$ cat config.mk
export PLATFORM = sky130hd
export DESIGN_NAME = kwm_front
export DESIGN_NICKNAME = d
export VERILOG_FILES = /design/src/hdl/kwm_pkg.sv /design/src/hdl/kwm_front.sv
export SDC_FILE = /design/constraint.sdc
export NUM_CORES = 1
export LEC_CHECK = 0
export BUFFER_PORTS_ARGS = -buffer_cell sky130_fd_sc_hd__buf_2
export CAP_MARGIN = 10
export CELL_PAD_IN_SITES_DETAIL_PLACEMENT = 0
export CELL_PAD_IN_SITES_GLOBAL_PLACEMENT = 1
export CORE_MARGIN = 10
export CORE_UTILIZATION = 47
export DETAILED_ROUTE_END_ITERATION = 8
export MAX_ROUTING_LAYER = met4
export PLACE_DENSITY = 0.85
export SLEW_MARGIN = 20
export SYNTH_ARGS = -nofsm -noshare
export SYNTH_HDL_FRONTEND = slang
export SYNTH_SLANG_ARGS = --single-unit
$ cat constraint.sdc
create_clock -name i_clk -period 8.3 [get_ports i_clk]
set_clock_uncertainty 0.1 [all_clocks]
set_input_delay 1.66 -clock i_clk [delete_from_list [all_inputs] [get_ports i_clk]]
set_output_delay 1.66 -clock i_clk [all_outputs]
set_load 0.03 [all_outputs]
$ cat src/hdl/kwm_pkg.sv
// shared types and codes for the k-way sorted list merge
package kwm_pkg;

    typedef enum logic [1:0] {
        OP_APPEND = 2'd0,
        OP_TAKE   = 2'd1,
        OP_CLEAR  = 2'd2,
        OP_NOP    = 2'd3
    } t_op;

    typedef enum logic [1:0] {
        ST_OK    = 2'd0,
        ST_EMPTY = 2'd1,
        ST_FULL  = 2'd2,
        ST_RSVD  = 2'd3
    } t_status;

    typedef struct packed {
        t_op                op;
        logic [2:0]         sel;
        logic signed [31:0] value;
    } t_cmd;

    typedef enum logic [1:0] {
        BS_IDLE,
        BS_SCAN,
        BS_LAST,
        BS_DONE
    } t_bstate;

endpackage

$ cat src/hdl/kwm_front.sv
// front end: accepts words, drops unused opcodes, queues commands
module kwm_front (
    input  logic               i_clk,
    input  logic               i_rst_n,
    input  logic               i_valid,
    output logic               o_stall,
    input  logic [1:0]         i_opcode,
    input  logic [2:0]         i_list_select,
    input  logic signed [31:0] i_value,
    output logic               o_q_valid,
    output kwm_pkg::t_cmd      o_q_cmd,
    input  logic               i_q_pop
);
    kwm_pkg::t_cmd r_mem [2];
    logic          r_wp;
    logic          r_rp;
    logic [1:0]    r_cnt;
    logic          w_push;
    kwm_pkg::t_cmd w_cmd;

    assign o_stall = (r_cnt == 2'd2);
    assign w_cmd.op    = kwm_pkg::t_op'(i_opcode);
    assign w_cmd.sel   = i_list_select;
    assign w_cmd.value = i_value;
    // unused opcode is accepted and forgotten
    assign w_push = i_valid && !o_stall && (w_cmd.op != kwm_pkg::OP_NOP);

    always_ff @(posedge i_clk) begin
        if (w_push) begin
            r_mem[r_wp] <= w_cmd;
        end
    end

    always_ff @(posedge i_clk) begin
        if (!i_rst_n) begin
            r_wp  <= 1'b0;
            r_rp  <= 1'b0;
            r_cnt <= 2'd0;
        end else begin
            if (w_push) begin
                r_wp <= ~r_wp;
            end
            if (i_q_pop) begin
                r_rp <= ~r_rp;
            end
            r_cnt <= r_cnt + 2'(w_push) - 2'(i_q_pop);
        end
    end

    assign o_q_valid = (r_cnt != 2'd0);
    assign o_q_cmd   = r_mem[r_rp];
endmodule

# Word level (Yosys, flattened, before mapping)
# Memory sizes are Yosys's and may differ from the RTL's. A register that Yosys moved wholly into a read port is not among the register bits.
# Cells that the tools add are included.
[op_classes] n_lt_le_gt_ge=0 n_reduce_logical=4 n_eq_ne=2 div=0 add_sub_neg=2 shifts=0 n_mux=4 multipliers=0 bitwise=2
[op_table] cell="$mux 1" n=4
[op_table] cell="$add 2x1->2" n=1
[op_table] cell="$eq 2x2->1 const B" n=1
[op_table] cell="$logic_and 1x1->1" n=2
[op_table] cell="$ne 2x2->1 const B" n=1
[op_table] cell="$not 1->1" n=2
[op_table] cell="$reduce_bool 2->1" n=1
[op_table] cell="$sub 2x1->2" n=1
[op_table] cell="$logic_not 1->1" n=1
[totals] latchBits=0 output_inout_bits=39 mem_count=1 romBits=0 ram_bits=74 input_bits=41 wordCells=18 register_bits=4
[memory_table] name="r_mem" depth=2 word_bits=37 read_ports=1 rd_clocked_by_memory_dff=1 wr=1 line="kwm_front.sv:14" text="kwm_pkg::t_cmd r_mem [2];"

# Depth between registers and ports, before layout
# Gate-level depths: netlist of the first run.
[depth] ltp_word=6 depth_mapped=8 ltp_nobuf=8

# Least setup slack after synthesis of the first run
# OpenSTA, ideal clock, no wires.
[synth_timing] kind="in2reg" startpoint="input i_opcode[0]" endpoint="memory r_mem[0][0] (netlist bit) (enable)" setup_slack_ps=4348 n_path_buf=0 arrival_ps=3421 required_time_ps=7769 stages=3 setup_time_ps=431 cell_sequence="nand2_1 -> nand3b_4 -> nor2_1"
[synth_between] elab_chain_cells=4
[synth_rtl] item="start: declaration" line="kwm_front.sv:7" text="input logic [1:0] i_opcode,"
[synth_rtl] item="$ne 2x2->1" line="kwm_front.sv:26" text="assign w_push = i_valid && !o_stall && (w_cmd.op != kwm_pkg::OP_NOP);"
[synth_rtl] item="$logic_and 1x1->1" line="kwm_front.sv:26"
[synth_rtl] item="$mux 1" line="kwm_front.sv:29" text="if (w_push) begin"
[synth_rtl] item="$mux 1 (implied by the code)" line="kwm_front.sv:30" text="r_mem[r_wp] <= w_cmd;"
[synth_rtl] item="end: declaration" line="kwm_front.sv:14"
# No other way between the ends.

==> results of run 1 <==
logic make-up (layout without fill, tap and decap cells):
logic type	after synthesis	count (layout)	share of synthesized area
DFF	79	79	0.755
muxes	38	38	0.175
and+or+nand+nor	12	12	0.0273
buffers and inverters	6	99	0.0256
xor gates and xnor gates	3	3	0.00855
adders and majority gates	2	2	0.00814
worst reg2reg max path: cells and delay by family, from the launching register on:
family | cells | cell delay (ps)
xor gates and xnor gates | 2 | 250
adders and majority gates | 2 | 490
buffers and inverters | 1 | 40
DFF | 1 | 350
and+or+nand+nor | 3 | 510
cell type report:
cell class / instances / area, um^2
Clock buffer: 9 / 124
Tap cell: 77 / 96.3
Inverter: 2 / 7.51
Fill cell: 491 / 2600
Timing Repair Buffer: 81 / 443
Multi-Input combinational cell: 55 / 689
Clock inverter: 7 / 63.8
Sequential cell: 79 / 2330
worst max path at each step:
| stage | start | to | slack (ps) |
|---|---|---|---|
| after global placement | flip-flop | o_q_cmd[36] | 4810 |
| after CTS | flip-flop | o_q_cmd[36] | 4780 |
| after floorplan | i_opcode[0] | r_mem[0][0] | 4350 |
| after global routing | flip-flop | o_q_cmd[4] | 4730 |
| after detailed placement | i_opcode[0] | r_mem[1][25] | 4910 |
| final | flip-flop | o_q_cmd[36] | 4830 |
where the power goes:
part / total (uW) / switching (uW) / internal, uW
clock network: 266 / 130 / 136
logic: 204 / 118 / 86.1
registers: 504 / 21.8 / 483
synthesized netlist by cell type:
library cell / number / share of area
edfxtp_1: 74 / 0.72
mux2_4: 30 / 0.15
mux2_2: 7 / 0.026
dfxtp_1: 5 / 0.033
and2_1: 4 / 0.0081
buf_12: 3 / 0.020
nand2_1: 3 / 0.0037
ha_1: 2 / 0.0081
inv_1: 2 / 0.0024
nor2_1: 2 / 0.0024
xnor2_1: 2 / 0.0057
buf_6: 1 / 0.0037
mux2i_1: 1 / 0.0033
nand3b_4: 1 / 0.0065
nor2b_4: 1 / 0.0045
or2_2: 1 / 0.0020
xor2_1: 1 / 0.0028
per-stage QoR:
step	total power (uW)	instances	hold WS, ps
floorplan	662	140	351
global placement	711	292	392
detailed placement	715	292	410
CTS	980	308	420
global route	1020	310	445
finish	974	310	417
layer usage:
layer,vias up,track usage,part of all wire
met5,-,-,0
met2,53,0.173,0.49
met4,0,0.0547,0.020
li1,713,-,-
met1,714,0.111,0.40
met3,10,0.0460,0.090
state kept, by name (all words and copies together), names as in the netlist, named ones only:
signal / flops
r_rp: 1
r_cnt: 2
r_wp: 1
r_mem: 74
==> flow_summary.json, run 1 <==
{
  "status": "complete, no violations",
  "syn_area_um2": 3080,
  "setup_viol_count_final": 0,
  "die_height_um": 101,
  "io_pins": 80,
  "cp_data_required_time_ps": 6540,
  "critical_path_depth": 2,
  "layout-drive-gt1-share": 0.597,
  "maxSlewViolCount": 0,
  "drv_cap": 0,
  "drt-initial-drc-count": 37,
  "layout.nets": 271,
  "synth_area_per_cell_um2": 22.0,
  "setup_tns_ps": 0,
  "start_util": 0.484,
  "drt_pass1_iterations": 3,
  "cts_hold_buf": 0,
  "crit_slowest_cell": "dfxtp_4",
  "place_worst_setup_slack_ps": 4910,
  "synthCells": 140,
  "drc": 0,
  "hold_violations": 0,
  "routed_via_density": 4.81,
  "syn_nets": 183,
  "cts.reportedPaths.clkPinSlew_ps": 80,
  "post-route-period-util": 0.419,
  "antenna_found_initial": 0,
  "n_antenna_cell": 0,
  "r2r_slack_ps": 6480,
  "final_cell_mix": "buf_2 (79), edfxtp_1 (74), mux2_4 (30)",
  "max_slew_margin": 0.562,
  "yosysSeqAreaShare": 0.755,
  "grt_usage": 0.108,
  "power_density_nw_per_um2": 260,
  "wirelength_um": 5330,
  "dr_total_vias": 1490,
  "final_core_util": 0.591,
  "placed_area_um2": 3510,
  "rsz0062_at_grt": "no",
  "cp.arrival_ps": 1710,
  "htree_levels": 3,
  "yosys_warnings": 0,
  "fp.dieW_um": 101,
  "crit_fanout": 37,
  "dp_hpwl_um": 3630,
  "min_period_ps": 3470,
  "postCtsSetupBuffers": 0,
  "final_common_cell": "buf_2",
  "cp-end-kind": "output port",
  "yosysUniqueCellTypes": 17,
  "rr_endpoint": "r_cnt[1]",
  "cts_resized": 0,
  "finalInstanceArea_um2": 3750,
  "design.die.area_um2": 10200,
  "rows": 29,
  "core_area_um2": 6350,
  "ant_nets": 0,
  "holdCritPathClass": "reg2reg",
  "worstHoldEndpoint": "r_wp",
  "syn2layout_area_growth_pct": 21.9,
  "path_cells": "mux2_2 -> buf_2",
  "critPathBufInv": 1,
  "cts-root-buf": "clkbuf_8",
  "min_from": "r_wp",
  "r2r_start": "r_cnt[1]",
  "grt_pass1_vias": 1618,
  "grt_pass1_wl_um": 8000,
  "worst_pin_slew_ps": 657,
  "ir_drop_uv": 149,
  "startpoint_type": "flip-flop",
  "cts_tree": "built",
  "ys_ff_latch": 79,
  "gp_congestion": 0.687,
  "fmax_mhz": 288,
  "cellLeakagePower_uw": 0.00148,
  "grt_max_degree": 38,
  "overflow": 0,
  "wl_per_cell_um": 17.2,
  "clock_latency_ps": 340,
  "worstRegToRegCells": 8,
  "port_buffers": 79,
  "cp_top_family": "flip-flops",
  "cts_made_buffers": 9,
  "fin_ws_ps": 4830,
  "clock-sinks": 79,
  "hold_depth": 2,
  "critical-path-max-stage-delay_ps": 780,
  "crit_type": "reg2out",
  "cts_buffer_depth": 2
}
Note: power is estimated with default switching activity, not from simulation.
==> inputs of run 2 (changes only) <==
Settings changed: CORE_UTILIZATION 47 to 40, PLACE_DENSITY 0.85 to 0.77.
Clock period 8.3 ns to 3.11 ns, I/O delays scaled along.
==> run 2 against run 1 <==
Compared with the run above: cell area up 0.97%; via count up 0.40%; flip-flop and latch count unchanged; sequential share of layout area down 0.66 points; largest power group unchanged; highest routed layer unchanged.
==> flow_summary.json, run 2 (synthesized netlist as in run 1, its figures left out) <==
{
  "cts_made_buffers": 9,
  "final_common_cell": "buf_2",
  "hold_violations": 0,
  "crit_type": "reg2out",
  "fp.dieW_um": 108,
  "cp.arrival_ps": 1790,
  "maxSlewViolCount": 0,
  "cts_buffer_depth": 2,
  "status": "complete, no violations",
  "gp_congestion": 0.683,
  "largestRegisters": "r_mem: 74 flops, r_cnt: 2 flops",
  "core_area_um2": 7370,
  "start_util": 0.417,
  "cts.reportedPaths.clkPinSlew_ps": 80,
  "overflow": 0,
  "cts_resized": 0,
  "grt_usage": 0.101,
  "cts-root-buf": "clkbuf_8",
  "clock-sinks": 79,
  "layout.nets": 272,
  "largest_reg_flops": 74,
  "dp_hpwl_um": 4030,
  "top_layer_used": "met4",
  "grt_max_degree": 25,
  "htree_levels": 3,
  "dr_wl_met3_um": 455,
  "routed_via_density": 4.51,
  "n_antenna_cell": 0,
  "holdCritPathClass": "in2reg",
  "rr_endpoint": "r_mem[1][28]",
  "finalInstanceArea_um2": 3790,
  "met1_length_um": 2390,
  "ant_nets": 0,
  "setup_tns_ps": 0,
  "wl_per_cell_um": 17.0,
  "fill_cells": 632,
  "max_slew_margin": 0.618,
  "design.die.area_um2": 11600,
  "post-route-period-util": 0.808,
  "power_density_nw_per_um2": 690,
  "cts_hold_buf": 0,
  "drt_pass1_iterations": 3,
  "syn2layout_area_growth_pct": 23.1,
  "cts_tree": "built",
  "grt_pass1_wl_um": 8630,
  "met2_length_um": 2730,
  "crit_end": "o_q_cmd[1]",
  "worst_pin_slew_ps": 571,
  "r2r_slack_ps": 1320,
  "grt_pass1_vias": 1687,
  "dr_total_vias": 1496,
  "drc": 0,
  "setup_viol_count_final": 0,
  "io_pins": 80,
  "min_period_ps": 2510,
  "cp-end-kind": "output port",
  "layout-drive-gt1-share": 0.601,
  "startpoint_type": "flip-flop",
  "die_height_um": 108,
  "ir_drop_uv": 323,
  "regMostFlops": "r_mem",
  "clock_latency_ps": 340,
  "antenna_found_initial": 0,
  "drv_cap": 0,
  "r2r_start": "r_cnt[1]",
  "cellLeakagePower_uw": 0.00150,
  "rsz0062_at_grt": "no",
  "worstRegToRegCells": 4,
  "wirelength_um": 5650,
  "final_cell_mix": "buf_2 (79), edfxtp_1 (74), mux2_4 (30)",
  "drt-initial-drc-count": 24,
  "postCtsSetupBuffers": 0,
  "cp_data_required_time_ps": 2390,
  "placed_area_um2": 3600,
  "port_buffers": 79,
  "crit_fanout": 24,
  "rows": 31,
  "fmax_mhz": 398
}
## run 2: critical path, cell delays in order (launching register included)
cell and delay [ps]:
dfxtp_2 630, buf_12 280, mux2_2 360, buf_2 180
## run 2: stage by stage
step	cells	setup slack, ps	power (uW)	util	hold WS, ps
2_1_floorplan	140	196	1770	-	351
3_3_place_gp	317	950	1920	0.488	394
3_5_place_dp	317	930	1930	0.488	411
4_1_cts	332	546	2660	0.514	340
5_1_grt	332	501	2740	0.514	336
6_report	332	597	2610	0.514	359
## run 2: worst min-delay path by stage
stage | cells after the start | slack [ps] | end | startpoint
after floorplan | 2 | 350 | r_wp | r_wp
after global placement | 2 | 390 | r_wp | r_wp
after detailed placement | 2 | 410 | r_wp | r_wp
after CTS | 1 | 340 | r_mem[1][21] | i_value[21]
after global routing | 1 | 340 | r_mem[0][22] | i_value[22]
final | 1 | 360 | r_mem[1][21] | i_value[21]
## run 2: layout make-up
| cell class | instances | area [um^2] | area share |
|---|---|---|---|
| repair buffers | 82 | 455 | 0.120 |
| multi-input cells | 55 | 689 | 0.182 |
| flip-flops and latches | 79 | 2320 | 0.614 |
| well taps | 99 | 124 | 0.0327 |
| clock buffers | 9 | 124 | 0.0327 |
| clock inverters | 6 | 62.6 | 0.0165 |
| inverters | 2 | 7.51 | 0.00198 |
## run 2: power by group
part	switching (uW)	leakage [uW]	internal [uW]
Clock	356	0.0000988	365
Sequential	42.5	0.000725	1290
Combinational	332	0.000672	230
Total	731	0.00150	1880
## run 2: routing by layer
layer | global-route usage | up-vias
met4 | 0.0515 | 0
met3 | 0.0407 | 6
met2 | 0.158 | 57
met5 | - | -
met1 | 0.109 | 718
li1 | - | 715
==> inputs of run 3 (changes only) <==
Clock period 3.11 ns to 2.1 ns, I/O delays scaled along.
==> run 3 against run 2 <==
Compared with the run above: utilization grew 0.37 points; critical path depth did not move; flip-flop and latch count unchanged; first-iteration DRC count rose by 33%; sequential power grew 47%; sequential share of layout area down 0.44 points; wire length down 3.3%; highest routed layer unchanged; die area unchanged; global-route usage down 0.15 points; critical path type unchanged.
==> flow_summary.json, run 3 (synthesized netlist as in run 1, its figures left out) <==
{
  "grt_pass1_wl_um": 8650,
  "drt-initial-drc-count": 32,
  "r2r_slack_ps": 330,
  "postCtsSetupBuffers": 0,
  "worstRegToRegCells": 8,
  "min_from": "i_value[24]",
  "start_util": 0.417,
  "ant_nets": 0,
  "rsz0062_at_grt": "no",
  "cts_tree": "built",
  "dr_total_vias": 1532,
  "overflow": 0,
  "clock_latency_ps": 340,
  "setup_tns_ps": 0,
  "rows": 31,
  "post-route-period-util": 0.937,
  "dp_hpwl_um": 3990,
  "critical-path-max-stage-delay_ps": 360,
  "drt_pass1_iterations": 4,
  "hold_violations": 0,
  "rr_endpoint": "r_cnt[1]",
  "hold_depth": 1,
  "cts_hold_buf": 0,
  "layout-drive-gt1-share": 0.599,
  "timing.hold.ws_ps": 164,
  "min_period_ps": 1970,
  "power_density_nw_per_um2": 1050,
  "fmax_mhz": 508,
  "maxSlewViolCount": 0,
  "die_height_um": 108,
  "max_slew_margin": 0.802,
  "largestRegisters": "r_mem: 74 flops, r_cnt: 2 flops",
  "routed_via_density": 4.56,
  "cp_data_required_time_ps": 1580,
  "wirelength_um": 5460,
  "gp_congestion": 0.672,
  "cts.reportedPaths.clkPinSlew_ps": 80,
  "grt_max_degree": 25,
  "cp-end-kind": "output port",
  "status": "complete, no violations",
  "antenna_found_initial": 0,
  "setup_viol_count_final": 0,
  "worstHoldEndpoint": "r_mem[0][24]",
  "fp.dieW_um": 108,
  "largest_reg_flops": 74,
  "placed_area_um2": 3600,
  "clock-sinks": 79,
  "startpoint_type": "flip-flop",
  "port_buffers": 79,
  "drc": 0,
  "crit_slowest_cell": "dfxtp_2",
  "layout.nets": 275,
  "regMostFlops": "r_mem",
  "htree_levels": 3,
  "n_antenna_cell": 0,
  "r2r_start": "r_cnt[1]",
  "core_area_um2": 7370,
  "cellLeakagePower_uw": 0.00151,
  "crit_type": "reg2out",
  "path_cells": "buf_12 -> mux2_2 -> buf_2",
  "cts-root-buf": "clkbuf_8",
  "cts_made_buffers": 9,
  "ir_drop_uv": 639,
  "crit_fanout": 24,
  "syn2layout_area_growth_pct": 24.0,
  "final_cell_mix": "buf_2 (79), edfxtp_1 (74), mux2_4 (30)",
  "drv_cap": 0,
  "cp.arrival_ps": 1450,
  "final_common_cell": "buf_2",
  "finalInstanceArea_um2": 3810,
  "io_pins": 80,
  "holdCritPathClass": "in2reg",
  "grt_pass1_vias": 1723,
  "design.die.area_um2": 11600,
  "wl_per_cell_um": 16.3,
  "worst_pin_slew_ps": 298,
  "cts_buffer_depth": 2,
  "grt_usage": 0.0998
}
## run 3: changes by cell type in the layout (fill, tap and decap cells not counted), sizes merged
cell and change:
buf +3, inv +1, clkbuf +2, clkinvlp +1, clkinv -4, bufinv +1
## run 3: worst max-delay path by stage
stage	end	start	cells after the start
2_1_floorplan	r_mem[0][0]	r_cnt[1]	3
3_3_place_gp	r_cnt[1]	i_opcode[0]	9
3_5_place_dp	r_cnt[1]	i_opcode[0]	9
4_1_cts	o_q_cmd[36]	flip-flop	3
5_1_grt	o_q_cmd[36]	flip-flop	3
6_report	o_q_cmd[0]	flip-flop	3
## run 3: layout make-up
class | count | area, um^2
tap | 99 | 124
fill | 629 | 3560
clock inverter | 5 | 81.3
clock buffer | 11 | 131
multi-input combinational | 55 | 689
sequential | 79 | 2320
inverter | 2 | 7.51
timing repair buffer | 85 | 457
## run 3: metal layers
metal | track usage | vias up | part of all wire
met5 | - | - | 0
li1 | - | 722 | -
met4 | 0.0458 | 0 | 0.016
met3 | 0.0371 | 9 | 0.081
met1 | 0.114 | 734 | 0.44
met2 | 0.153 | 67 | 0.47
## run 3: what timing repair did
action | 4_1_cts | 5_1_grt
endpoints found under the hold margin | 0 | 0
endpoints found under the setup margin | 0 | 1
gates resized for setup | 0 | 1
## run 3: power by group
part	internal, uW	switching [uW]	total (uW)
Combinational	337	501	838
Clock	672	516	1190
Sequential	1910	51.0	1960
Total	2920	1070	3990
## run 3: stage by stage
step / std cells / setup WS [ps] / total power [uW] / utilization
final: 336 / 132 / 3990 / 0.517
after floorplan: 140 / -38.3 / 2620 / -
after detailed placement: 320 / 195 / 2850 / 0.488
after CTS: 336 / 26.5 / 4050 / 0.517
after global placement: 320 / 237 / 2840 / 0.488
after global routing: 336 / 58.4 / 4170 / 0.517
## run 3: worst max-delay path: cells and delay by family, from the launching register on
family	cells	cell delay [ps]
buf+inv	2	390
flops	1	360
mux	1	360
