===== config.mk =====
export PLATFORM = sky130hd
export DESIGN_NAME = kwm_back
export DESIGN_NICKNAME = d
export VERILOG_FILES = /design/src/hdl/kwm_pkg.sv /design/src/hdl/kwm_back.sv
export SDC_FILE = /design/constraint.sdc
export NUM_CORES = 1
export LEC_CHECK = 0
export BUFFER_PORTS_ARGS = -buffer_cell sky130_fd_sc_hd__buf_4
export CORE_ASPECT_RATIO = 1.2
export CORE_MARGIN = 5
export CORE_UTILIZATION = 45
export DETAILED_ROUTE_END_ITERATION = 8
export GPL_ROUTABILITY_DRIVEN = 0
export PLACE_DENSITY_LB_ADDON = 0.15
export SYNTH_ARGS = -nofsm -noshare
export SYNTH_HDL_FRONTEND = slang
export SYNTH_SLANG_ARGS = --single-unit

===== constraint.sdc =====
create_clock -name i_clk -period 5.1 [get_ports i_clk]
set_input_delay 0.51 -clock i_clk [delete_from_list [all_inputs] [get_ports i_clk]]
set_output_delay 0.51 -clock i_clk [all_outputs]
set_load 0.03 [all_outputs]

===== src/hdl/kwm_pkg.sv =====
// shared types and codes for the k-way sorted list merge
package kwm_pkg;

    typedef enum logic [1:0] {
        OP_APPEND = 2'd0,
        OP_TAKE   = 2'd1,
        OP_CLEAR  = 2'd2,
        OP_NOP    = 2'd3
    } t_op;

    typedef enum logic [1:0] {
        ST_OK    = 2'd0,
        ST_EMPTY = 2'd1,
        ST_FULL  = 2'd2,
        ST_RSVD  = 2'd3
    } t_status;

    typedef struct packed {
        t_op                op;
        logic [2:0]         sel;
        logic signed [31:0] value;
    } t_cmd;

    typedef enum logic [1:0] {
        BS_IDLE,
        BS_SCAN,
        BS_LAST,
        BS_DONE
    } t_bstate;

endpackage


===== src/hdl/kwm_back.sv =====
// back end: list counters, head scan and the result register
module kwm_back #(
    parameter int NUM_LISTS  = 8,
    parameter int LIST_DEPTH = 64
) (
    input  logic               i_clk,
    input  logic               i_rst_n,
    input  logic               i_q_valid,
    input  kwm_pkg::t_cmd      i_q_cmd,
    output logic               o_q_pop,
    output logic               o_ram_we,
    output logic [(NUM_LISTS*LIST_DEPTH > 1 ? $clog2(NUM_LISTS*LIST_DEPTH) : 1)-1:0] o_ram_waddr,
    output logic [31:0]        o_ram_wdata,
    output logic [(NUM_LISTS*LIST_DEPTH > 1 ? $clog2(NUM_LISTS*LIST_DEPTH) : 1)-1:0] o_ram_raddr,
    input  logic [31:0]        i_ram_rdata,
    output logic               o_valid,
    input  logic               i_stall,
    output logic [1:0]         o_status,
    output logic signed [31:0] o_merged_value,
    output logic [2:0]         o_source_list
);
    localparam int LW = (NUM_LISTS > 1) ? $clog2(NUM_LISTS) : 1;
    localparam int CW = $clog2(LIST_DEPTH + 1);
    localparam int AW = (NUM_LISTS*LIST_DEPTH > 1) ? $clog2(NUM_LISTS*LIST_DEPTH) : 1;

    kwm_pkg::t_bstate   r_state, n_state;
    logic [CW-1:0]      r_fill [NUM_LISTS];
    logic [CW-1:0]      r_take [NUM_LISTS];
    logic [LW-1:0]      r_idx;
    logic               r_pend;
    logic [LW-1:0]      r_pidx;
    logic               r_found;
    logic [LW-1:0]      r_best_idx;
    logic signed [31:0] r_best_val;
    logic               r_ovalid;
    kwm_pkg::t_status   r_status;
    logic signed [31:0] r_val;
    logic [2:0]         r_src;

    logic          w_out_free;
    logic [LW-1:0] w_idx;
    logic [CW-1:0] w_fill;
    logic [CW-1:0] w_take;
    logic          w_bad_sel;
    logic          w_app_ok;
    logic          w_app_full;
    logic          w_start_take;
    logic          w_clear;
    logic          w_issue;
    logic          w_emit;

    assign w_out_free = !r_ovalid || !i_stall;
    assign o_q_pop    = (r_state == kwm_pkg::BS_IDLE) && i_q_valid && w_out_free;
    assign w_idx      = (r_state == kwm_pkg::BS_IDLE) ? LW'(i_q_cmd.sel) : r_idx;
    assign w_fill     = r_fill[w_idx];
    assign w_take     = r_take[w_idx];
    assign w_bad_sel  = (32'(i_q_cmd.sel) >= 32'(NUM_LISTS));

    assign w_app_ok     = o_q_pop && (i_q_cmd.op == kwm_pkg::OP_APPEND) && !w_bad_sel
                          && (w_fill < CW'(LIST_DEPTH));
    assign w_app_full   = o_q_pop && (i_q_cmd.op == kwm_pkg::OP_APPEND) && !w_app_ok;
    assign w_start_take = o_q_pop && (i_q_cmd.op == kwm_pkg::OP_TAKE);
    assign w_clear      = o_q_pop && (i_q_cmd.op == kwm_pkg::OP_CLEAR);
    assign w_issue      = (r_state == kwm_pkg::BS_SCAN) && (w_take < w_fill);
    assign w_emit       = (r_state == kwm_pkg::BS_DONE);

    assign o_ram_we    = w_app_ok;
    assign o_ram_waddr = AW'(AW'(w_idx) * AW'(LIST_DEPTH) + AW'(w_fill));
    assign o_ram_wdata = i_q_cmd.value;
    assign o_ram_raddr = AW'(AW'(w_idx) * AW'(LIST_DEPTH) + AW'(w_take));

    always_ff @(posedge i_clk) begin
        if (!i_rst_n) begin
            r_state <= kwm_pkg::BS_IDLE;
        end else begin
            r_state <= n_state;
        end
    end

    always_comb begin
        n_state = r_state;
        unique case (r_state)
            kwm_pkg::BS_IDLE: begin
                if (w_start_take) begin
                    n_state = kwm_pkg::BS_SCAN;
                end
            end
            kwm_pkg::BS_SCAN: begin
                if (r_idx == LW'(NUM_LISTS - 1)) begin
                    n_state = kwm_pkg::BS_LAST;
                end
            end
            kwm_pkg::BS_LAST: n_state = kwm_pkg::BS_DONE;
            kwm_pkg::BS_DONE: n_state = kwm_pkg::BS_IDLE;
            default:          n_state = kwm_pkg::BS_IDLE;
        endcase
    end

    // per-list counters
    always_ff @(posedge i_clk) begin
        if (!i_rst_n || w_clear) begin
            for (int k = 0; k < NUM_LISTS; k++) begin
                r_fill[k] <= '0;
                r_take[k] <= '0;
            end
        end else begin
            if (w_app_ok) begin
                r_fill[w_idx] <= w_fill + CW'(1);
            end
            if (w_emit && r_found) begin
                r_take[r_best_idx] <= r_take[r_best_idx] + CW'(1);
            end
        end
    end

    // head scan, one list per cycle, compare in the cycle after the read
    always_ff @(posedge i_clk) begin
        if (!i_rst_n) begin
            r_idx   <= '0;
            r_pend  <= 1'b0;
            r_found <= 1'b0;
        end else begin
            r_pend <= w_issue;
            r_pidx <= r_idx;
            if (w_start_take) begin
                r_idx   <= '0;
                r_found <= 1'b0;
            end else if (r_state == kwm_pkg::BS_SCAN) begin
                r_idx <= r_idx + LW'(1);
            end
            if (r_pend && (!r_found || $signed(i_ram_rdata) <= r_best_val)) begin
                r_found    <= 1'b1;
                r_best_idx <= r_pidx;
                r_best_val <= $signed(i_ram_rdata);
            end
        end
    end

    // result register
    always_ff @(posedge i_clk) begin
        if (!i_rst_n) begin
            r_ovalid <= 1'b0;
        end else if (w_app_full) begin
            r_ovalid <= 1'b1;
            r_status <= kwm_pkg::ST_FULL;
            r_val    <= '0;
            r_src    <= i_q_cmd.sel;
        end else if (w_emit) begin
            r_ovalid <= 1'b1;
            r_status <= r_found ? kwm_pkg::ST_OK : kwm_pkg::ST_EMPTY;
            r_val    <= r_found ? r_best_val : '0;
            r_src    <= r_found ? 3'(r_best_idx) : 3'd0;
        end else if (!i_stall) begin
            r_ovalid <= 1'b0;
        end
    end

    assign o_valid        = r_ovalid;
    assign o_status       = r_status;
    assign o_merged_value = r_val;
    assign o_source_list  = r_src;
endmodule


### Yosys cells after proc, flatten, opt, wreduce, memory -nomap -nowiden

Memories as Yosys holds them, arrays and structs flattened. A register that Yosys moved wholly into a read port is not among the register bits.
Cells that the tools add are included.

* bits in writable memories: 112
* word-level logic and storage cells: 90
* register bits after elaboration: 83
* output and inout port bits: 90
* bits of input ports: 73
* memories kept: 2

Memory list
* r_fill: depth 8, width 7, read ports 1, clocked after memory_dff 0, wr ports 8, line kwm_back.sv:27 `logic [CW-1:0] r_fill [NUM_LISTS];`
* r_take: depth 8, width 7, read ports 2, clocked after memory_dff 1, wr ports 8, line kwm_back.sv:28 `logic [CW-1:0] r_take [NUM_LISTS];`

* magnitude comparators: 3
* reduce and logical (&&, ||, !) cells: 28
* mux-type cells: 31
* add/subtract/negate cells: 5
* eq/ne operators: 9
* bitwise logic cells: 1

Operators with widths (number)
* 32-bit 2-to-1 mux: 2
* 32-bit <= comparator: 1
* 3-bit 2-to-1 mux: 7
* 9-bit by 7-bit adder with 9-bit output: 2
* 1-bit 2-to-1 mux: 16
* 7-bit by 1-bit adder with 7-bit output, second input constant: 2
* 7-bit 2-to-1 mux: 2
* 7-bit OR reduction: 2
* 1-bit logical AND: 10
* 2-bit case mux with 4 select lines: 1
* 7-bit less-than comparator: 1
* 7-bit less-than comparator, second input constant: 1
* 2-bit equality test, second input constant: 3
* 2-bit 2-to-1 mux: 3
* 2-bit AND reduction: 3
* 1-bit zero test: 5
* 2-bit by 1-bit equality test with 1-bit output, second input constant: 2
* 2-bit zero test: 2
* 2-bit != test, second input constant: 2
* 2-bit nonzero test: 2
* 3-bit by 1-bit adder with 3-bit output, second input constant: 1
* 3-bit equality test, second input constant: 1
* 1-bit logical OR: 3
* 3-bit by 1-bit != test with 1-bit output, second input constant: 1
* 2 further kinds: 2

### Logic depth before layout (Yosys ltp)

Gate-level depths: netlist of the first run.

* word-level depth: 10
* mapped depth: 19
* gate-level depth less buffers: 16

### Worst setup path before layout of the first run

OpenSTA, ideal clock, no wires.

* kind: input -> register
* from: input i_ram_rdata[5]
* to: register r_best_idx[0] (enable)
* cell stages on the path: 8
* path slack: 1.157 ns
* path buffers: 0
* library setup time: 0.427 ns
* data required time: 4.673 ns
* arrival: 3.516 ns
* cells stage by stage: ha_1 a21o_1 a21oi_1 nor2b_1 o31a_1 o41ai_2 a31oi_1 nor2_1

* longest elaborated chain between the ends: 4

Ends and longest elaborated chain
* from (decl): line kwm_back.sv:15 `input logic [31:0] i_ram_rdata,`
* 32-bit <= comparator: line kwm_back.sv:131 `if (r_pend && (!r_found || $signed(i_ram_rdata) <= r_best_val)) begin`
* 1-bit logical OR: line kwm_back.sv:131
* 1-bit logical AND: line kwm_back.sv:131
* 2-bit AND reduction (no line)
* to (signal assigned): line kwm_back.sv:133 `r_best_idx <= r_pidx;`
* to (decl): line kwm_back.sv:33 `logic [LW-1:0] r_best_idx;`

Every way passes these cells.
A chain may end at the register's enable or synchronous reset.

### Worst setup path in the final report of the first run

* from: register r_state[0]
* to: output o_ram_waddr[8] (netlist bit)

* longest elaborated chain between the ends: 4

Ends and longest elaborated chain
* from (decl): line kwm_back.sv:26 `kwm_pkg::t_bstate r_state, n_state;`
* from (signal assigned): line kwm_back.sv:74 `r_state <= kwm_pkg::BS_IDLE;`
* from (signal assigned): line kwm_back.sv:76 `r_state <= n_state;`
* 2-bit zero test *: line kwm_back.sv:54 `assign w_idx = (r_state == kwm_pkg::BS_IDLE) ? LW'(i_q_cmd.sel) : r_idx;`
* 3-bit 2-to-1 mux *: line kwm_back.sv:54
* memory read 8 x 7 bit
* 9-bit by 7-bit adder with 9-bit output *: line kwm_back.sv:68 `assign o_ram_waddr = AW'(AW'(w_idx) * AW'(LIST_DEPTH) + AW'(w_fill));`
* to (decl): line kwm_back.sv:12 `output logic [(NUM_LISTS*LIST_DEPTH > 1 ? $clog2(NUM_LISTS*LIST_DEPTH) : 1)-1:0] o_ram_waddr,`

Every way passes the cells marked *; elsewhere a longest branch is shown, timed or not.

==> metrics.md, run 1 <==
| Metric | Value |
|---|---|
| Fmax | 0.220 GHz |
| Final instance area | 11,500 µm² |
| Tmin final | 4550 ps |
| Compound-cell area share of the yosys netlist | 7.66% |
| Critical path capture point type | primary output |
| Worst EP required | 4590 ps |
| Max_cap viols | 0 |
| Via count | 6,886 |
| Post-synthesis sequential area ratio | 57.4% |
| Kind of critical path | reg2out |
| Hold Path Class | in2reg |
| Fillers | 1,999 |
| Post-DP HPWL | 19.1 mm |
| Setup bufs post-CTS | 0 |
| Most common cell after layout, fill and taps aside | edfxtp_1 |
| Antenna Violating Nets Remaining | 0 |
| Number of synthesized flops with an enable pin | 187 |
| Tightest Pin Transition | 940 ps |
| Global-route wire length before repair | 40.4 mm |
| Overall routed net length | 26.2 mm |
| Worst Skew | 12.4 ps |
| Post-synthesis adder-cell area fraction | 6.27% |
| Initial Util | 45.5% |
| Global route overflow | 0 |
| IO Pins | 163 |
| Vias in the first global route | 6,909 |
| Top cell type's share of synthesized area | 55.2% |
| Rel. slew slack | 36.9% |
| Leakage power | 4.51 nW |
| Final Hold Viols | 0 |
| Ant diodes | 0 |
| Tot GR Track Use | 20.5% |
| Num CTS Buffers | 17 |
| Final Cycle Share | 89.2% |
| Outcome | completed |
| Nets | 1,029 |
| Initial drt markers | 573 |
| Synthesized area per cell | 12.1 µm² |
| #FFs+latches synth | 198 |
| H-tree level count | 4 |
| Syn nets | 967 |
| Die W | 147 µm |
| Synth Area in XOR/XNOR | 1.21% |
| DRT Pass-1 Iters | 5 |
| Most frequent cells in the layout | edfxtp_1 (187), nor2_1 (127), buf_4 (109) |
| Synth Flop Type | edfxtp_1 |
| Largest cells by area after synthesis | edfxtp_1 (55%), ha_1 (6.3%), nor2_1 (4.7%) |
| Share of layout cells above drive strength 1 | 21.5% |
| Hold-fix buffer count after cts | 0 |
| Sequential Area | 5840 µm² |
| CP Data Arrival Time | 4040 ps |
| Mapped cell area | 10,200 µm² |
| Largest net degree at the start of global routing | 41 |
| RSZ-0062 raised after global routing | false |
| Cell count after synthesis | 843 |
| Total core area | 22,400 µm² |
| Setup violations, final | 0 |
| Synth Warn # | 0 |
| Fin. max-slew vios | 0 |
| Via density | 5.75 |
| Post-Place Cell Area | 11,000 µm² |
| Rows | 60 |
| Later-pin clock latency in the skew report | 440 ps |
| Post-cts sizing count | 0 |
| CP startpoint kind | flip-flop |
| Clk slew on worst S/H paths | 80 ps |
| Post-synth cell types | 67 |
| Largest family of logic cells by synthesized area | simple AND/OR/NAND/NOR gates |
| Maximum vdd ir drop | 0.435 mV |
| Post-route DRC | 0 |
| Die ar. | 25,700 µm² |
| Power Density | 482 nW/µm² |
| Clock Sinks | 198 |
| Area Overhead vs Synth | 13.3% |
| WL/cell | 21.9 µm |
| Die Y | 175 µm |
| CP max FO | 21 |
| Clk root buf | clkbuf_16 |
| Max clock buf depth | 2 |
| Setup TNS | 0 ps |
| CTS tree | built |
| IO buf count | 98 |
| FFs w/ async S/R, synth | 0% |
| Mux share of post-synthesis cell area | 8.12% |
| Initial antenna violation count | 0 |
| Yosys top cell by area | edfxtp_1 |
| Post-synthesis simple-gate area fraction | 13.3% |
| Multi-input logic area | 3740 µm² |
Yosys cell counts (3+ instances only):
cell type and count:
mux4_2 17, a211oi_1 4, a221oi_1 11, inv_1 46
nor2_1 128, and2_1 3, mux2i_4 3, a31oi_1 10
mux2_2 5, a22oi_1 5, buf_1 3, o21ai_1 3
a21oi_1 23, a21o_1 5, nor3_1 42, dfxtp_1 11
o21a_1 3, a221o_1 5, edfxtp_1 187, and4_1 3
xor2_1 3, nand2_1 80, nand3b_1 3, o21ai_0 18
mux2_4 3, buf_4 36, buf_2 4, o22ai_1 5
ha_1 51, nand3_1 8, xnor2_1 6, buf_6 4
mux2i_1 26, nor2_2 4, nor2b_1 6, clkbuf_1 20
nand4_1 10, inv_2 3
worst max-delay path: stages, from the launching register on:
cell     delay [ps]
dfxtp_1         390
inv_1           100
ha_1            400
mux2i_4         270
buf_4           220
inv_2           430
nor2_2          250
a221o_1         360
a21oi_2         360
inv_1            90
ha_1            190
ha_1            190
xnor2_1         150
buf_4           200
power by group:
part	switching (W)	internal [W]	total (W)
sequential	0.0000897	0.00194	0.00203
combinational	0.00146	0.000741	0.00220
clock	0.000634	0.000687	0.00132
path summary, 6_finish.rpt:
kind                                               from                       to  slack (ps)  cells after the start
worst max-delay path            r_state[0]$_SDFFE_PN0P_           o_ram_waddr[8]         550                     13
worst max register to register  r_state[0]$_SDFFE_PN0P_        r_pend$_SDFF_PN0_         860                     14
worst min register to register      r_pidx[0]$_DFFE_PP_  r_best_idx[0]$_DFFE_PP_         530                      0
worst min-delay path                     i_ram_rdata[0]  r_best_val[0]$_DFFE_PP_         260                      1
through the flow:
| stage | hold WS [ps] | setup WS (ps) | std cells | utilization (%) | total power [W] |
|---|---|---|---|---|---|
| after floorplan | 475 | 1160 | 843 | - | 0.00360 |
| after global routing | 237 | 304 | 1197 | 51.5 | 0.00583 |
| after global placement | 520 | 993 | 1165 | 49.0 | 0.00424 |
| after detailed placement | 515 | 890 | 1165 | 49.0 | 0.00425 |
| after CTS | 243 | 544 | 1197 | 51.5 | 0.00557 |
| final | 258 | 550 | 1197 | 51.5 | 0.00555 |
state kept, by name, summed over array words and instances (netlist names), named ones only:
register	cells
o_merged_value	32
o_source_list	3
o_status	2
o_valid	1
r_best_idx	3
r_best_val	32
r_fill	56
r_found	1
r_idx	3
r_pend	1
r_pidx	3
r_state	2
r_take	56
kinds of logic after synthesis:
kind of cell,Yosys count
compound gates,110
xor+xnor,11
fa+ha+maj,51
buf+inv,117
flops,198
mux,55
simple gates,301
metal layers:
| layer | wire, µm | global-route usage (%) | up-vias | part of all wire (%) |
|---|---|---|---|---|
| li1 | - | - | 3182 | - |
| met2 | 12700 | 34.6 | 292 | 49 |
| met3 | 1750 | 4.36 | 50 | 6.7 |
| met1 | 11200 | 26.7 | 3362 | 43 |
| met5 | 0 | 0 | - | 0 |
| met4 | 562 | 6.14 | 0 | 2.1 |
layout make-up:
class                      instances  area share (%)
sequential                       198            50.6
timing repair buffer             110            7.27
clock inverter                    15            1.26
inverter                          50            1.65
multi-input combinational        528            32.5
clock buffer                      17            3.69
tap                              279            3.03
(Power assumes the default switching activity.)
==> run 2, diff against run 1 <==
RECOVER_POWER = 100   (was not set)
REMOVE_ABC_BUFFERS = 1   (was not set)
==> run 2 against run 1 <==
  * Worst setup slack got worse by 110 ps
  * Clock skew rose by 2.0 ps
  * Die area did not move
  * Sequential share of layout area rose by 2.1 points
==> metrics.md, run 2 (synthesis results as in run 1) <==
| Metric | Value |
|---|---|
| Crit-path cells | inv_1 -> ha_1 -> mux2i_4 -> inv_2 -> mux2i_1 -> o221ai_1 -> clkbuf_1 -> nand2b_2 -> nor4_2 -> nor3_1 |
| Final Hold Viols | 0 (unchanged) |
| Clock Sinks | 198 (unchanged) |
| Top Usage Layer GRT | met2 |
| GR Layer Usage met1 | 28.0% (+1.4 points) |
| Setup violations, final | 0 (unchanged) |
| Clk slew on worst S/H paths | 80 ps (about the same) |
| IO buf count | 98 (unchanged) |
| Area Overhead vs Synth | 8.78% |
| Later-pin clock latency in the skew report | 440 ps (about the same) |
| Vias in the first global route | 6,801 (-1.6%) |
| H-tree level count | 4 (unchanged) |
| Most frequent cells in the layout | edfxtp_1 (187), nor2_1 (128), clkbuf_1 (83) |
| Initial Util | 45.5% (unchanged) |
| DRT Pass-1 Iters | 7 (+2) |
| Post-DP HPWL | 19.4 mm (+1.5%) |
| Die W | 147 µm (unchanged) |
| WL/cell | 22.4 µm (+2.2%) |
| Fillers | 2,111 (+5.6%) |
| WHS | 287 ps (+29.3 ps) |
| RSZ-0062 raised after global routing | false |
| Maximum vdd ir drop | 0.263 mV (-40%) |
| GR Util met2 | 34.0% (-0.52 points) |
| Rows | 60 (unchanged) |
| Die Y | 175 µm (unchanged) |
| Critical path depth in cells | 10 (-3) |
| Worst Skew | 14.4 ps (+1.96 ps) |
| Max_cap viols | 0 (unchanged) |
| Worst path bufs/invs | 3 (-2) |
| Setup TNS | 0 ps (unchanged) |
| IO Pins | 163 (unchanged) |
| Setup ws final | 444 ps (-106 ps) |
| R2R depth | 10 (-4) |
| Share of layout cells above drive strength 1 | 10.3% (-11 points) |
| GR Util met3 | 4.98% (+0.62 points) |
| CP peak stage delay | 850 ps (+420 ps) |
| CTS tree | built |
| Total core area | 22,400 µm² (unchanged) |
| Pre-CTS WS | 738 ps (-152 ps) |
| Most common cell after layout, fill and taps aside | edfxtp_1 |
| Overall routed net length | 26.7 mm (+1.8%) |
| Kind of critical path | reg2reg |
| Hold Path Class | in2reg |
| Power Density | 484 nW/µm² (+0.40%) |
| Max clock buf depth | 2 (unchanged) |
| Rel. slew slack | 16.7% (-20 points) |
| Global route overflow | 0 (unchanged) |
| Slowest CP cell | nor4_2 |
| CP Data Arrival Time | 4800 ps (+760 ps) |
| Largest registers | r_fill x56, r_take x56 |
| Tightest Pin Transition | 1240 ps (+305 ps) |
| Fmax | 0.215 GHz (-2.3%) |
| CP max FO | 21 (unchanged) |
| Die ar. | 25,700 µm² (unchanged) |
| Tot GR Track Use | 21.0% (+0.50 points) |
| Post-route DRC | 0 (unchanged) |
| Outcome | completed |
| Fin. max-slew vios | 0 (unchanged) |
| Final Cycle Share | 91.3% (+2.1 points) |
| Via density | 5.73 (-0.48%) |
| Num CTS Buffers | 17 (unchanged) |
| Family with the most delay on the worst path | buffers and inverters |
| Critical path capture point type | flip-flop |
| Worst EP required | 5250 ps (+660 ps) |
| Leakage power | 4.15 nW (-8.0%) |
| Hold-fix buffer count after cts | 0 (unchanged) |
| Initial drt markers | 525 (-8.4%) |
| Nets | 1,025 (-0.39%) |
| Antenna Violating Nets Remaining | 0 (unchanged) |
| Largest net degree at the start of global routing | 41 (unchanged) |
| Initial antenna violation count | 0 (unchanged) |
| Global-route wire length before repair | 41.2 mm (+2.1%) |
| Tmin final | 4660 ps (+106 ps) |
| R2R Setup Slk | 440 ps (-420 ps) |
| Clk root buf | clkbuf_16 |
| Via count | 6,830 (-0.81%) |
| Setup bufs post-CTS | 0 (unchanged) |
| Hold depth | 1 (unchanged) |
| CP startpoint kind | flip-flop |
| Post-cts sizing count | 0 (unchanged) |
| Final Power | 0.00535 W (-3.6%) |
| Ant diodes | 0 (unchanged) |
run 2: worst reg2reg max path: stages (launching register included):
cell and delay [ps]:
dfxtp_1 340, inv_1 110, ha_1 510, mux2i_4 620, inv_2 400, mux2i_1 270
o221ai_1 340, clkbuf_1 640, nand2b_2 180, nor4_2 850, nor3_1 110
run 2: path summary, 6_finish.rpt:
kind | from | end
worst min-delay path | i_ram_rdata[27] | r_best_val[27]$_DFFE_PP_
worst min register to register | r_pend$_SDFF_PN0_ | r_found$_SDFFE_PN0P_
worst max-delay path | r_state[0]$_SDFFE_PN0P_ | r_fill[5][5]$_SDFFCE_PN0P_
worst max register to register | r_state[0]$_SDFFE_PN0P_ | r_fill[5][5]$_SDFFCE_PN0P_
run 2: stage by stage:
step,std cells,area [µm²],utilization (%)
after floorplan,776,9750,-
after global placement,1161,10900,48.8
after detailed placement,1161,10900,48.8
after CTS,1193,11500,51.3
after global routing,1193,11100,49.5
final,1193,11100,49.5
run 2: report_power, final:
part           internal, W  leakage (nW)  switching (W)
clock             0.000688         0.280       0.000634
sequential         0.00194          1.95      0.0000942
combinational     0.000597          1.92        0.00140
total              0.00323          4.15        0.00212
run 2: final cells by class:
type | count | area (µm²) | share of cell area (%)
Timing Repair Buffer | 106 | 477 | 4.31
Inverter | 50 | 190 | 1.72
Tap cell | 279 | 349 | 3.16
Multi-Input combinational cell | 528 | 3640 | 32.9
Clock buffer | 17 | 425 | 3.84
Sequential cell | 198 | 5840 | 52.7
Clock inverter | 15 | 144 | 1.30
run 2: routing by layer:
layer	part of all wire, %	wire length, µm	vias up
met5	0	0	-
met4	2.2	584	0
met3	6.7	1780	35
met2	48	12900	285
met1	43	11400	3338
li1	-	-	3172
